===== src/design/olad_pkg.sv =====
// Shared types and constants for the ordered list block.
`default_nettype none
package olad_pkg;

    localparam int DEPTH_DEF = 16;
    localparam int DATA_W    = 32;
    // wide enough for any list length in the supported depth range
    localparam int LEN_W     = 6;

    typedef enum logic [1:0] {
        CMD_APPEND = 2'd0,
        CMD_DELETE = 2'd1,
        CMD_SHOW   = 2'd2
    } cmd_t;

    typedef enum logic [2:0] {
        K_APPENDED = 3'd0,
        K_FULL     = 3'd1,
        K_DELETED  = 3'd2,
        K_NOTFOUND = 3'd3,
        K_ENTRY    = 3'd4,
        K_EMPTY    = 3'd5
    } kind_t;

    typedef enum logic [1:0] {
        OP_HOLD = 2'd0,
        OP_LOAD = 2'd1,
        OP_ROT  = 2'd2,
        OP_DROP = 2'd3
    } cell_op_t;

    typedef struct packed {
        cell_op_t          op;
        logic [LEN_W-1:0]  tail;
    } cell_ctl_t;

    typedef enum logic [1:0] {
        ST_IDLE   = 2'd0,
        ST_SEARCH = 2'd1,
        ST_REPORT = 2'd2,
        ST_SHOW   = 2'd3
    } state_t;

endpackage
`default_nettype wire


===== src/design/ordered_list_append_delete.sv =====
// Ordered list with append, delete-first-match and show, held in a rotating chain of cells.
// Append: the result beat appears in the output register in the cycle after the command is accepted.
// Show: one entry beat per cycle, paced by m_axis_tready; an empty list gives a single empty beat.
// Delete: a search pass rotating the chain once, one report beat, then, only if a match was
//   deleted, a show pass over the remaining entries; when exhausted, a single empty beat.
// One command at a time; s_axis_tready is high only between commands.
// rst_n (async, active low) empties the list and clears the exhausted flag.
`default_nettype none
module ordered_list_append_delete #(
    parameter int DEPTH = olad_pkg::DEPTH_DEF
) (
    input  wire         clk,
    input  wire         rst_n,
    input  wire         s_axis_tvalid,
    output logic        s_axis_tready,
    input  wire  [31:0] s_axis_tdata,   // [31:0] value
    input  wire  [1:0]  s_axis_tuser,   // [1:0] cmd
    output logic        m_axis_tvalid,
    input  wire         m_axis_tready,
    output logic [31:0] m_axis_tdata,   // [31:0] entry_value
    output logic [2:0]  m_axis_tuser,   // [2:0] kind
    output logic        m_axis_tlast
);

    localparam int CW = $clog2(DEPTH + 1);
    localparam int DW = olad_pkg::DATA_W;

    olad_pkg::state_t    state_reg, state_next;
    logic [CW-1:0]       count_reg, count_next;
    logic [CW-1:0]       step_reg, step_next;
    logic [CW-1:0]       bound_reg, bound_next;
    logic                found_reg, found_next;
    logic                exh_reg, exh_next;
    logic [DW-1:0]       key_reg, key_next;

    logic                ov_reg, ov_next;
    olad_pkg::kind_t     kind_reg, kind_next;
    logic [DW-1:0]       odata_reg, odata_next;
    logic                olast_reg, olast_next;

    olad_pkg::cell_ctl_t ctl;
    logic                load_out;
    logic                out_free;
    logic                in_acc;
    logic [DW-1:0]       cv [DEPTH];
    logic [DW-1:0]       head;
    olad_pkg::cmd_t      cmd;

    assign head     = cv[0];
    assign out_free = !ov_reg || m_axis_tready;
    assign s_axis_tready = (state_reg == olad_pkg::ST_IDLE) && out_free;
    assign in_acc   = s_axis_tvalid && s_axis_tready;
    assign cmd      = olad_pkg::cmd_t'(s_axis_tuser);

    genvar gi;
    generate
        for (gi = 0; gi < DEPTH; gi++)
        begin : g_cell
            olad_cell #(
                .IDX(gi)
            ) u_cell (
                .clk      (clk),
                .ctl      (ctl),
                .wdata    (s_axis_tdata),
                .head     (head),
                .next_val (cv[(gi + 1) % DEPTH]),
                .val      (cv[gi])
            );
        end
    endgenerate

    always_comb
    begin
        state_next = state_reg;
        case (state_reg)
            olad_pkg::ST_IDLE:
            begin
                if (in_acc)
                begin
                    case (cmd)
                        olad_pkg::CMD_DELETE:
                            state_next = exh_reg ? olad_pkg::ST_IDLE : olad_pkg::ST_SEARCH;
                        olad_pkg::CMD_SHOW:
                            state_next = olad_pkg::ST_SHOW;
                        default:
                            state_next = olad_pkg::ST_IDLE;
                    endcase
                end
            end
            olad_pkg::ST_SEARCH:
            begin
                if (step_reg == bound_reg)
                    state_next = olad_pkg::ST_REPORT;
            end
            olad_pkg::ST_REPORT:
            begin
                if (out_free)
                    state_next = found_reg ? olad_pkg::ST_SHOW : olad_pkg::ST_IDLE;
            end
            olad_pkg::ST_SHOW:
            begin
                if (out_free && ((count_reg == '0) || (step_reg == count_reg - CW'(1))))
                    state_next = olad_pkg::ST_IDLE;
            end
            default:
            begin
                state_next = olad_pkg::ST_IDLE;
            end
        endcase
    end

    always_comb
    begin
        ctl.op     = olad_pkg::OP_HOLD;
        ctl.tail   = '0;
        load_out   = 1'b0;
        kind_next  = kind_reg;
        odata_next = '0;
        olast_next = 1'b1;
        count_next = count_reg;
        step_next  = step_reg;
        bound_next = bound_reg;
        found_next = found_reg;
        exh_next   = exh_reg;
        key_next   = key_reg;
        case (state_reg)
            olad_pkg::ST_IDLE:
            begin
                if (in_acc)
                begin
                    key_next   = s_axis_tdata;
                    step_next  = '0;
                    found_next = 1'b0;
                    bound_next = count_reg;
                    case (cmd)
                        olad_pkg::CMD_APPEND:
                        begin
                            load_out = 1'b1;
                            if (count_reg == CW'(DEPTH))
                                kind_next = olad_pkg::K_FULL;
                            else
                            begin
                                kind_next  = olad_pkg::K_APPENDED;
                                ctl.op     = olad_pkg::OP_LOAD;
                                ctl.tail   = olad_pkg::LEN_W'(count_reg);
                                count_next = count_reg + CW'(1);
                                exh_next   = 1'b0;
                            end
                        end
                        olad_pkg::CMD_DELETE:
                        begin
                            if (exh_reg)
                            begin
                                load_out  = 1'b1;
                                kind_next = olad_pkg::K_EMPTY;
                            end
                        end
                        default:
                        begin
                            load_out = 1'b0;
                        end
                    endcase
                end
            end
            olad_pkg::ST_SEARCH:
            begin
                if (step_reg != bound_reg)
                begin
                    step_next = step_reg + CW'(1);
                    if (!found_reg && (head == key_reg))
                    begin
                        ctl.op     = olad_pkg::OP_DROP;
                        count_next = count_reg - CW'(1);
                        found_next = 1'b1;
                    end
                    else
                    begin
                        ctl.op   = olad_pkg::OP_ROT;
                        ctl.tail = olad_pkg::LEN_W'(count_reg - CW'(1));
                    end
                end
            end
            olad_pkg::ST_REPORT:
            begin
                if (out_free)
                begin
                    load_out = 1'b1;
                    if (found_reg)
                    begin
                        kind_next  = olad_pkg::K_DELETED;
                        odata_next = key_reg;
                        olast_next = 1'b0;
                        step_next  = '0;
                        exh_next   = (count_reg == '0);
                    end
                    else
                        kind_next = olad_pkg::K_NOTFOUND;
                end
            end
            olad_pkg::ST_SHOW:
            begin
                if (out_free)
                begin
                    load_out = 1'b1;
                    if (count_reg == '0)
                        kind_next = olad_pkg::K_EMPTY;
                    else
                    begin
                        ctl.op     = olad_pkg::OP_ROT;
                        ctl.tail   = olad_pkg::LEN_W'(count_reg - CW'(1));
                        kind_next  = olad_pkg::K_ENTRY;
                        odata_next = head;
                        olast_next = (step_reg == count_reg - CW'(1));
                        step_next  = step_reg + CW'(1);
                    end
                end
            end
            default:
            begin
                load_out = 1'b0;
            end
        endcase
    end

    assign ov_next = load_out ? 1'b1 : (m_axis_tready ? 1'b0 : ov_reg);

    always_ff @(posedge clk or negedge rst_n)
    begin
        if (!rst_n)
        begin
            state_reg <= olad_pkg::ST_IDLE;
            count_reg <= '0;
            step_reg  <= '0;
            bound_reg <= '0;
            found_reg <= 1'b0;
            exh_reg   <= 1'b0;
            ov_reg    <= 1'b0;
        end
        else
        begin
            state_reg <= state_next;
            count_reg <= count_next;
            step_reg  <= step_next;
            bound_reg <= bound_next;
            found_reg <= found_next;
            exh_reg   <= exh_next;
            ov_reg    <= ov_next;
        end
    end

    always_ff @(posedge clk)
    begin
        key_reg <= key_next;
        if (load_out)
        begin
            kind_reg  <= kind_next;
            odata_reg <= odata_next;
            olast_reg <= olast_next;
        end
    end

    assign m_axis_tvalid = ov_reg;
    assign m_axis_tdata  = odata_reg;
    assign m_axis_tuser  = kind_reg;
    assign m_axis_tlast  = olast_reg;

    a_count_range: assert property (@(posedge clk) disable iff (!rst_n)
        count_reg <= CW'(DEPTH))
        else $error("list count beyond depth");

    a_exh_empty: assert property (@(posedge clk) disable iff (!rst_n)
        exh_reg |-> (count_reg == '0))
        else $error("exhausted flag with entries present");

    a_search_shrink: assert property (@(posedge clk) disable iff (!rst_n)
        (state_reg == olad_pkg::ST_SEARCH) |=> (count_reg <= $past(count_reg)))
        else $error("count grew during search");

    a_deleted_not_last: assert property (@(posedge clk) disable iff (!rst_n)
        (ov_reg && (kind_reg == olad_pkg::K_DELETED)) |-> !olast_reg)
        else $error("deleted beat marked last");

endmodule
`default_nettype wire


===== src/design/olad_cell.sv =====
// One storage cell of the list chain.
`default_nettype none
module olad_cell #(
    parameter int IDX = 0
) (
    input  wire                          clk,
    input  wire olad_pkg::cell_ctl_t     ctl,
    input  wire  [olad_pkg::DATA_W-1:0]  wdata,
    input  wire  [olad_pkg::DATA_W-1:0]  head,
    input  wire  [olad_pkg::DATA_W-1:0]  next_val,
    output logic [olad_pkg::DATA_W-1:0]  val
);

    localparam logic [olad_pkg::LEN_W-1:0] IDX_L = olad_pkg::LEN_W'(IDX);

    logic [olad_pkg::DATA_W-1:0] val_reg;
    logic [olad_pkg::DATA_W-1:0] val_next;

    always_comb
    begin
        val_next = val_reg;
        case (ctl.op)
            olad_pkg::OP_LOAD:
            begin
                if (IDX_L == ctl.tail)
                    val_next = wdata;
            end
            olad_pkg::OP_ROT:
            begin
                if (IDX_L < ctl.tail)
                    val_next = next_val;
                else if (IDX_L == ctl.tail)
                    val_next = head;
            end
            olad_pkg::OP_DROP:
            begin
                val_next = next_val;
            end
            default:
            begin
                val_next = val_reg;
            end
        endcase
    end

    always_ff @(posedge clk)
    begin
        val_reg <= val_next;
    end

    assign val = val_reg;

endmodule
`default_nettype wire

===== config.mk =====
export PLATFORM = sky130hd
export DESIGN_NAME = ordered_list_append_delete
export DESIGN_NICKNAME = d
export VERILOG_FILES = /design/src/design/olad_pkg.sv /design/src/design/ordered_list_append_delete.sv /design/src/design/olad_cell.sv
export SDC_FILE = /design/constraint.sdc
export NUM_CORES = 1
export LEC_CHECK = 0
export BUFFER_PORTS_ARGS = -buffer_cell sky130_fd_sc_hd__buf_4
export CORE_MARGIN = 8
export CORE_UTILIZATION = 60
export DETAILED_ROUTE_END_ITERATION = 10
export PLACE_DENSITY = 0.79
export SYNTH_ARGS = -nofsm -noshare
export SYNTH_HDL_FRONTEND = slang
export SYNTH_SLANG_ARGS = --single-unit

===== constraint.sdc =====
create_clock -name clk -period 16.1 [get_ports clk]
set_input_delay 0 -clock clk [delete_from_list [all_inputs] [get_ports clk]]
set_output_delay 0 -clock clk [all_outputs]
set_load 0.05 [all_outputs]

# [Yosys cells after proc, flatten, opt, wreduce, memory -nomap -nowiden]
# Index checks and enable logic that the tools add are counted.
# Widths: inputs -> output; s select.
[word_totals] inputBits=38 output_inout_bits=38 ff_bits=600 elab_cells=290
[op_classes] eq_ne=73 n_reduce_logical=41 n_mux=129 n_addsub=4 n_lt_le_gt_ge=16
[op_table] cell="$mux 32" n=51
[op_table] cell="$pmux 32 s3" n=16
[op_table] cell="$pmux 32 s2" n=1
[op_table] cell="$mux 5" n=11
[op_table] cell="$eq 4x6->1 const A" n=8
[op_table] cell="$lt 4x6->1 const A" n=8
[op_table] cell="$ne 3x1->1 const B" n=16
[op_table] cell="$reduce_and 3->1" n=16
[op_table] cell="$ne 2x1->1 const B" n=18
[op_table] cell="$eq 32x32->1" n=1
[op_table] cell="$eq 3x6->1 const A" n=4
[op_table] cell="$lt 3x6->1 const A" n=4
[op_table] cell="$mux 8" n=3
[op_table] cell="$pmux 8 s3" n=1
[op_table] cell="$mux 1" n=22
[op_table] cell="$mux 7" n=3
[op_table] cell="$ne 2x2->1 const B" n=10
[op_table] cell="$pmux 5 s4" n=1
[op_table] cell="$reduce_and 6->1" n=3
[op_table] cell="$eq 2x6->1 const A" n=2
[op_table] cell="$lt 1x6->1 const A" n=2
[op_table] cell="$lt 2x6->1 const A" n=2
[op_table] cell="$mux 3" n=4
[op_table] cell="$add 5x1->5 const B" n=2
[op_table] cell="other kinds (29)" n=54

# [Longest topological paths before layout]
[depth] word_depth=10 ltp_mapped=15 ltp_nobuf=11

# [Hierarchy]
# Synthesis repeated with hierarchy kept, for this count alone.
[hier_totals] cells_unflattened=3395 hier_area_um2=33808.7
[by_module_without_submodules] mod="ordered_list_append_delete" cells_each=333 area_per_inst_um2=4321.6 seq_area_each_um2=2542.4 instances=1
[by_module_without_submodules] mod="olad_cell (g_cell[10].u_cell)" cells_each=229 area_per_inst_um2=2321.0 seq_area_each_um2=960.9 instances=1
[by_module_without_submodules] mod="olad_cell (g_cell[13].u_cell)" cells_each=221 area_per_inst_um2=1961.9 seq_area_each_um2=960.9 instances=1
[by_module_without_submodules] mod="olad_cell (g_cell[9].u_cell)" cells_each=220 area_per_inst_um2=1959.4 seq_area_each_um2=960.9 instances=1
[by_module_without_submodules] mod="olad_cell (g_cell[15].u_cell)" cells_each=189 area_per_inst_um2=1926.8 seq_area_each_um2=960.9 instances=1
[by_module_without_submodules] mod="olad_cell (g_cell[0].u_cell)" cells_each=187 area_per_inst_um2=1893.1 seq_area_each_um2=960.9 instances=1
[by_module_without_submodules] mod="olad_cell (g_cell[1].u_cell)" cells_each=193 area_per_inst_um2=1826.8 seq_area_each_um2=960.9 instances=1
[by_module_without_submodules] mod="olad_cell (g_cell[8].u_cell)" cells_each=187 area_per_inst_um2=1826.8 seq_area_each_um2=960.9 instances=1
[by_module_without_submodules] mod="olad_cell (g_cell[5].u_cell)" cells_each=188 area_per_inst_um2=1798.0 seq_area_each_um2=960.9 instances=1
[by_module_without_submodules] mod="olad_cell (g_cell[4].u_cell)" cells_each=187 area_per_inst_um2=1778.0 seq_area_each_um2=960.9 instances=1
[by_module_without_submodules] mod="olad_cell (g_cell[12].u_cell)" cells_each=188 area_per_inst_um2=1775.5 seq_area_each_um2=960.9 instances=1
[by_module_without_submodules] mod="olad_cell (g_cell[2].u_cell)" cells_each=188 area_per_inst_um2=1771.7 seq_area_each_um2=960.9 instances=1
[by_module_without_submodules] mod="olad_cell (g_cell[3].u_cell)" cells_each=186 area_per_inst_um2=1770.4 seq_area_each_um2=960.9 instances=1
[by_module_without_submodules] mod="olad_cell (g_cell[6].u_cell)" cells_each=188 area_per_inst_um2=1770.4 seq_area_each_um2=960.9 instances=1
[by_module_without_submodules] mod="3 more rows"

# [Least setup slack after synthesis]
# OpenSTA, ideal clock, no wires.
[synth_timing] path_kind="reg-to-reg" startpoint="register g_cell[0].u_cell.val_reg, in the netlist g_cell[0].u_cell.val[21]" endpoint="register g_cell[14].u_cell.val_reg, in the netlist g_cell[14].u_cell.val[0], enable pin" period_less_slack_ns=5.517 required_ns=15.628 path_stages_with_launch=11 arrival_ns=5.045 setup_ns=0.472 setup_slack_ns=10.583 n_path_buf=2 path_cell_list="edfxtp_1 > clkbuf_1 > xor2_1 > nor4_1 > nand4_1 > o31ai_1 > nand2_1 > clkbuf_1 > o21ai_0 > o21ai_0 > o32ai_1"
[synth_between] elab_chain_cells=8 elab_cells_between_ends=15 classes_between="1 x order compare; 7 x eq/ne; 4 x mux; 3 x reduce/logical"
[synth_rtl] element="start, declared" line_no="olad_cell.sv:16" source="logic [olad_pkg::DATA_W-1:0] val_reg;"
[synth_rtl] element="start signal, assigned" line_no="olad_cell.sv:48" source="val_reg <= val_next;"
[synth_rtl] element="$eq 32x32->1 *" line_no="ordered_list_append_delete.sv:170" source="if (!found_reg && (head == key_reg))"
[synth_rtl] element="$logic_and 1x1->1 *" line_no="ordered_list_append_delete.sv:170"
[synth_rtl] element="$mux 6 / $mux 1 (equally long branches)" line_no="ordered_list_append_delete.sv:170"
[synth_rtl] element="$mux 8 *" line_no="ordered_list_append_delete.sv:167" source="if (step_reg != bound_reg)"
[synth_rtl] element="$pmux 8 s3 *" line_no="ordered_list_append_delete.sv:126" source="case (state_reg)"
[synth_rtl] element="$lt 4x6->1 (tied with other cells)" line_no="olad_cell.sv:30" source="if (IDX_L < ctl.tail)"
[synth_rtl] element="$ne 3x1->1 (no source line) (tied with other cells)"
[synth_rtl] element="$reduce_and 3->1 (no source line) *"
[synth_rtl] element="end signal, assigned" line_no="olad_cell.sv:48"
[synth_rtl] element="end, declared" line_no="olad_cell.sv:16"
# Every way passes the cells marked *; elsewhere a longest branch is shown, timed or not.
# A chain may end at the register's enable or synchronous reset.

# [Worst setup path after layout]
[layout_timing] startpoint="register count_reg[0]" endpoint="register g_cell[1].u_cell.val_reg, in the netlist g_cell[1].u_cell.val[20], enable pin"
[layout_between] elab_chain_cells=8 elab_cells_between_ends=20 classes_between="1 x add/sub; 1 x order compare; 7 x eq/ne; 8 x mux; 3 x reduce/logical"
[layout_rtl] element="start, declared" line_no="ordered_list_append_delete.sv:29" source="logic [CW-1:0] count_reg, count_next;"
[layout_rtl] element="start signal, assigned" line_no="ordered_list_append_delete.sv:242" source="count_reg <= count_next;"
[layout_rtl] element="branches (longest 4 deep; another with $sub 5x1->6)"
[layout_rtl] element="$pmux 8 s3 *" line_no="ordered_list_append_delete.sv:126"
[layout_rtl] element="$lt 1x6->1 (tied with other cells)" line_no="olad_cell.sv:30"
[layout_rtl] element="$ne 3x1->1 (no source line) (tied with other cells)"
[layout_rtl] element="$reduce_and 3->1 (no source line) *"
[layout_rtl] element="end signal, assigned" line_no="olad_cell.sv:48"
[layout_rtl] element="end, declared" line_no="olad_cell.sv:16"
# Mark *: on every way between the ends.

==> results_dict.tcl <==
set metrics [dict create \
    synth-seq-cells 600 \
    syn_inst 2226 \
    wire_per_inst_um 34.6 \
    grt_max_degree 69 \
    synthArstFlopShare_pct 3.33 \
    setup_viol 0 \
    skew_ns 0.0172 \
    fp.coreArea_um2 46200 \
    crit_path_top_delay_cell "o21ai_4" \
    fp.dieW_um 231 \
    fillers 3177 \
    synth_edf_count 580 \
    critPathLaunchType "register" \
    route.detailed.drc 0 \
    layout_min_cycle_time_ns 6.17 \
    finalCritPeriodShare_pct 38.4 \
    ant_nets 0 \
    syn_avg_cell_area_um2 12.5 \
    ios 76 \
    rows 79 \
    gp_congestion 0.994 \
    cts_buffers 60 \
    numClockSinks 600 \
    critical_path_required_ns 16.35 \
    area_delta_synth_final_pct 12.1 \
    die_h_um 231 \
    grt_pass1_vias 21608 \
    yosysSeqAreaShare_pct 64.5 \
    yosysWarnings 0 \
    dieArea_um2 53400 \
    drtIter0Drc 4661 \
    start_util_pct 60.1 \
    synth.distinct_cells 73 \
    grt_use_total_pct 36.4 \
    grt_setup_unrepaired "no" \
    cts_tree "done" \
    fin_setup_tns_ns 0 \
    root_buffer "clkbuf_16" \
    syn-cell-area_um2 27800 \
    critPathArrivalTime_ns 6.43 \
    firstDrtPassIters 9 \
    crit_type "register to register" \
    h-tree-depth 2 \
    dpl.hpwl_um 58100 \
    min_path_type "primary input to register" \
    drive_above_1_share_pct 12.3 \
    vias 22353 \
    max_freq_mhz 162 \
    largest_reg_flops 512 \
    slew_headroom_pct 1.96 \
    via_per_inst 7.75 \
    cap_violations 0 \
    final-hold-violation-count 0 \
    slew_viol_final 0 \
    cp_cell_sequence "inv_1 -> ha_1 -> nor4b_2 -> nor3_2 -> buf_4 -> nor2_4 -> o31ai_1 -> nor4_4 -> buf_4 -> o21ai_4 -> a21o_2" \
    path_common_cell "buf_4" \
    outcome "finished clean" \
    clk_latency_ns 0.65 \
    nets 2272 \
    drt-total-wl_um 99700 \
    clk_path_buf_depth 3 \
    end_kind "register" \
    post_cts_buffers 0 \
    io_buffers 75 \
    layout_commonest_cell "edfxtp_1" \
    final_cell_mix "580 x edfxtp_1, 277 x nand2_1, 275 x a221o_1" \
    clk_pin_slew_ns 0.06 \
    antenna_found_initial 3 \
    worstPathMaxFanout 34 \
    grt_overflow 0 \
    ys.flop_type "edfxtp_1" \
    cp_slowest_stage_delay_ns 1.17 \
    syn_nets 2270 \
    tightest_slew_ns 1.47 \
    grt_pass1_wl_um 144000 \
    diodes 0 \
]
==> worst max-delay path: cells and delay by family (launching register included) <==
family	cells	cell delay (ns)
and+or+nand+nor	4	0.74
adders and majority gates	1	0.38
buffers and inverters	3	1.19
AOI/OAI and AO/OA	3	2.78
DFF	1	0.65
==> through the flow <==
| step | hold WS [ns] | utilization [%] | setup slack [ns] | cells | area, um^2 |
|---|---|---|---|---|---|
| 6_report | 0.0563 | 67.4 | 9.93 | 2885 | 31100 |
| 5_1_grt | 0.0902 | 67.4 | 9.90 | 2885 | 31100 |
| 4_1_cts | 0.0412 | 67.3 | 10.24 | 2883 | 31100 |
| 3_5_place_dp | -0.102 | 62.5 | 10.27 | 2732 | 28800 |
| 3_3_place_gp | -0.108 | 62.5 | 10.28 | 2732 | 28800 |
| 2_1_floorplan | -0.296 | - | 10.58 | 2226 | 27800 |
==> cell families after synthesis <==
group                    count (synthesis)  share of synthesized area (%)
AO/OA/AOI/OAI                          722                           19.9
XOR/XNOR                                52                           1.64
adder cells (fa/ha/maj)                  6                          0.270
buffers and inverters                  260                           3.86
flip-flops                             600                           64.5
multiplexers                            15                          0.554
AND/OR/NAND/NOR                        571                           9.22
==> worst paths after layout <==
kind / endpoint / slack [ns] / start / depth (start not counted)
max in group asynchronous: bound_reg[2]$_DFFE_PN0P_ / 14.93 / rst_n / 3
worst max-delay path: g_cell[1].u_cell.val[20]$_DFFE_PP_ / 9.93 / count_reg[0]$_DFFE_PN0P_ / 11
worst min-delay path: m_axis_tuser[2]$_DFFE_PP_ / 0.06 / s_axis_tuser[0] / 4
worst min register to register: g_cell[0].u_cell.val[14]$_DFFE_PP_ / 0.52 / g_cell[1].u_cell.val[14]$_DFFE_PP_ / 2
worst max register to register: g_cell[1].u_cell.val[20]$_DFFE_PP_ / 9.93 / count_reg[0]$_DFFE_PN0P_ / 11
min in group asynchronous: step_reg[4]$_DFFE_PN0P_ / 0.59 / rst_n / 3
==> Yosys cell counts (all sizes together), types with 20 or more instances <==
cell type	instances	area share (%)
inv	31	0.42
clkbuf	144	1.9
xor2	37	1.2
edfxtp	580	63
buf	85	1.5
a221o	275	9.9
and2	28	0.63
o21ai	128	2.3
a31oi	34	0.79
nor2	146	2.0
and3	35	0.79
dfrtp	20	1.8
o221ai	20	0.65
a22o	26	0.82
a21oi	139	2.6
nand2	281	3.8
==> layout make-up <==
type	instances	area, um^2	area share [%]
repair buffers	169	1400	4.50
inverters	31	116	0.374
clock buffers	77	1590	5.10
well taps	607	759	2.44
flip-flops and latches	600	17900	57.6
clock inverters	35	258	0.828
multi-input cells	1366	9080	29.2
==> repair_timing <==
item                      CTS  global route
resized for setup           0             0
hold buffers               39             0
hold endpoints to repair  254             0
==> routing by layer <==
layer	GRT usage (%)	up-vias	share of wire (%)	wire length, um
li1	-	8737	-	-
met1	46.3	10622	33	32500
met2	51.5	2445	41	41300
met3	14.9	547	18	18000
met4	22.6	2	7.8	7810
met5	0	-	0.014	14
Power is not shown: default switching activity piles up to over one toggle a cycle in this logic, so the estimate is an artifact.
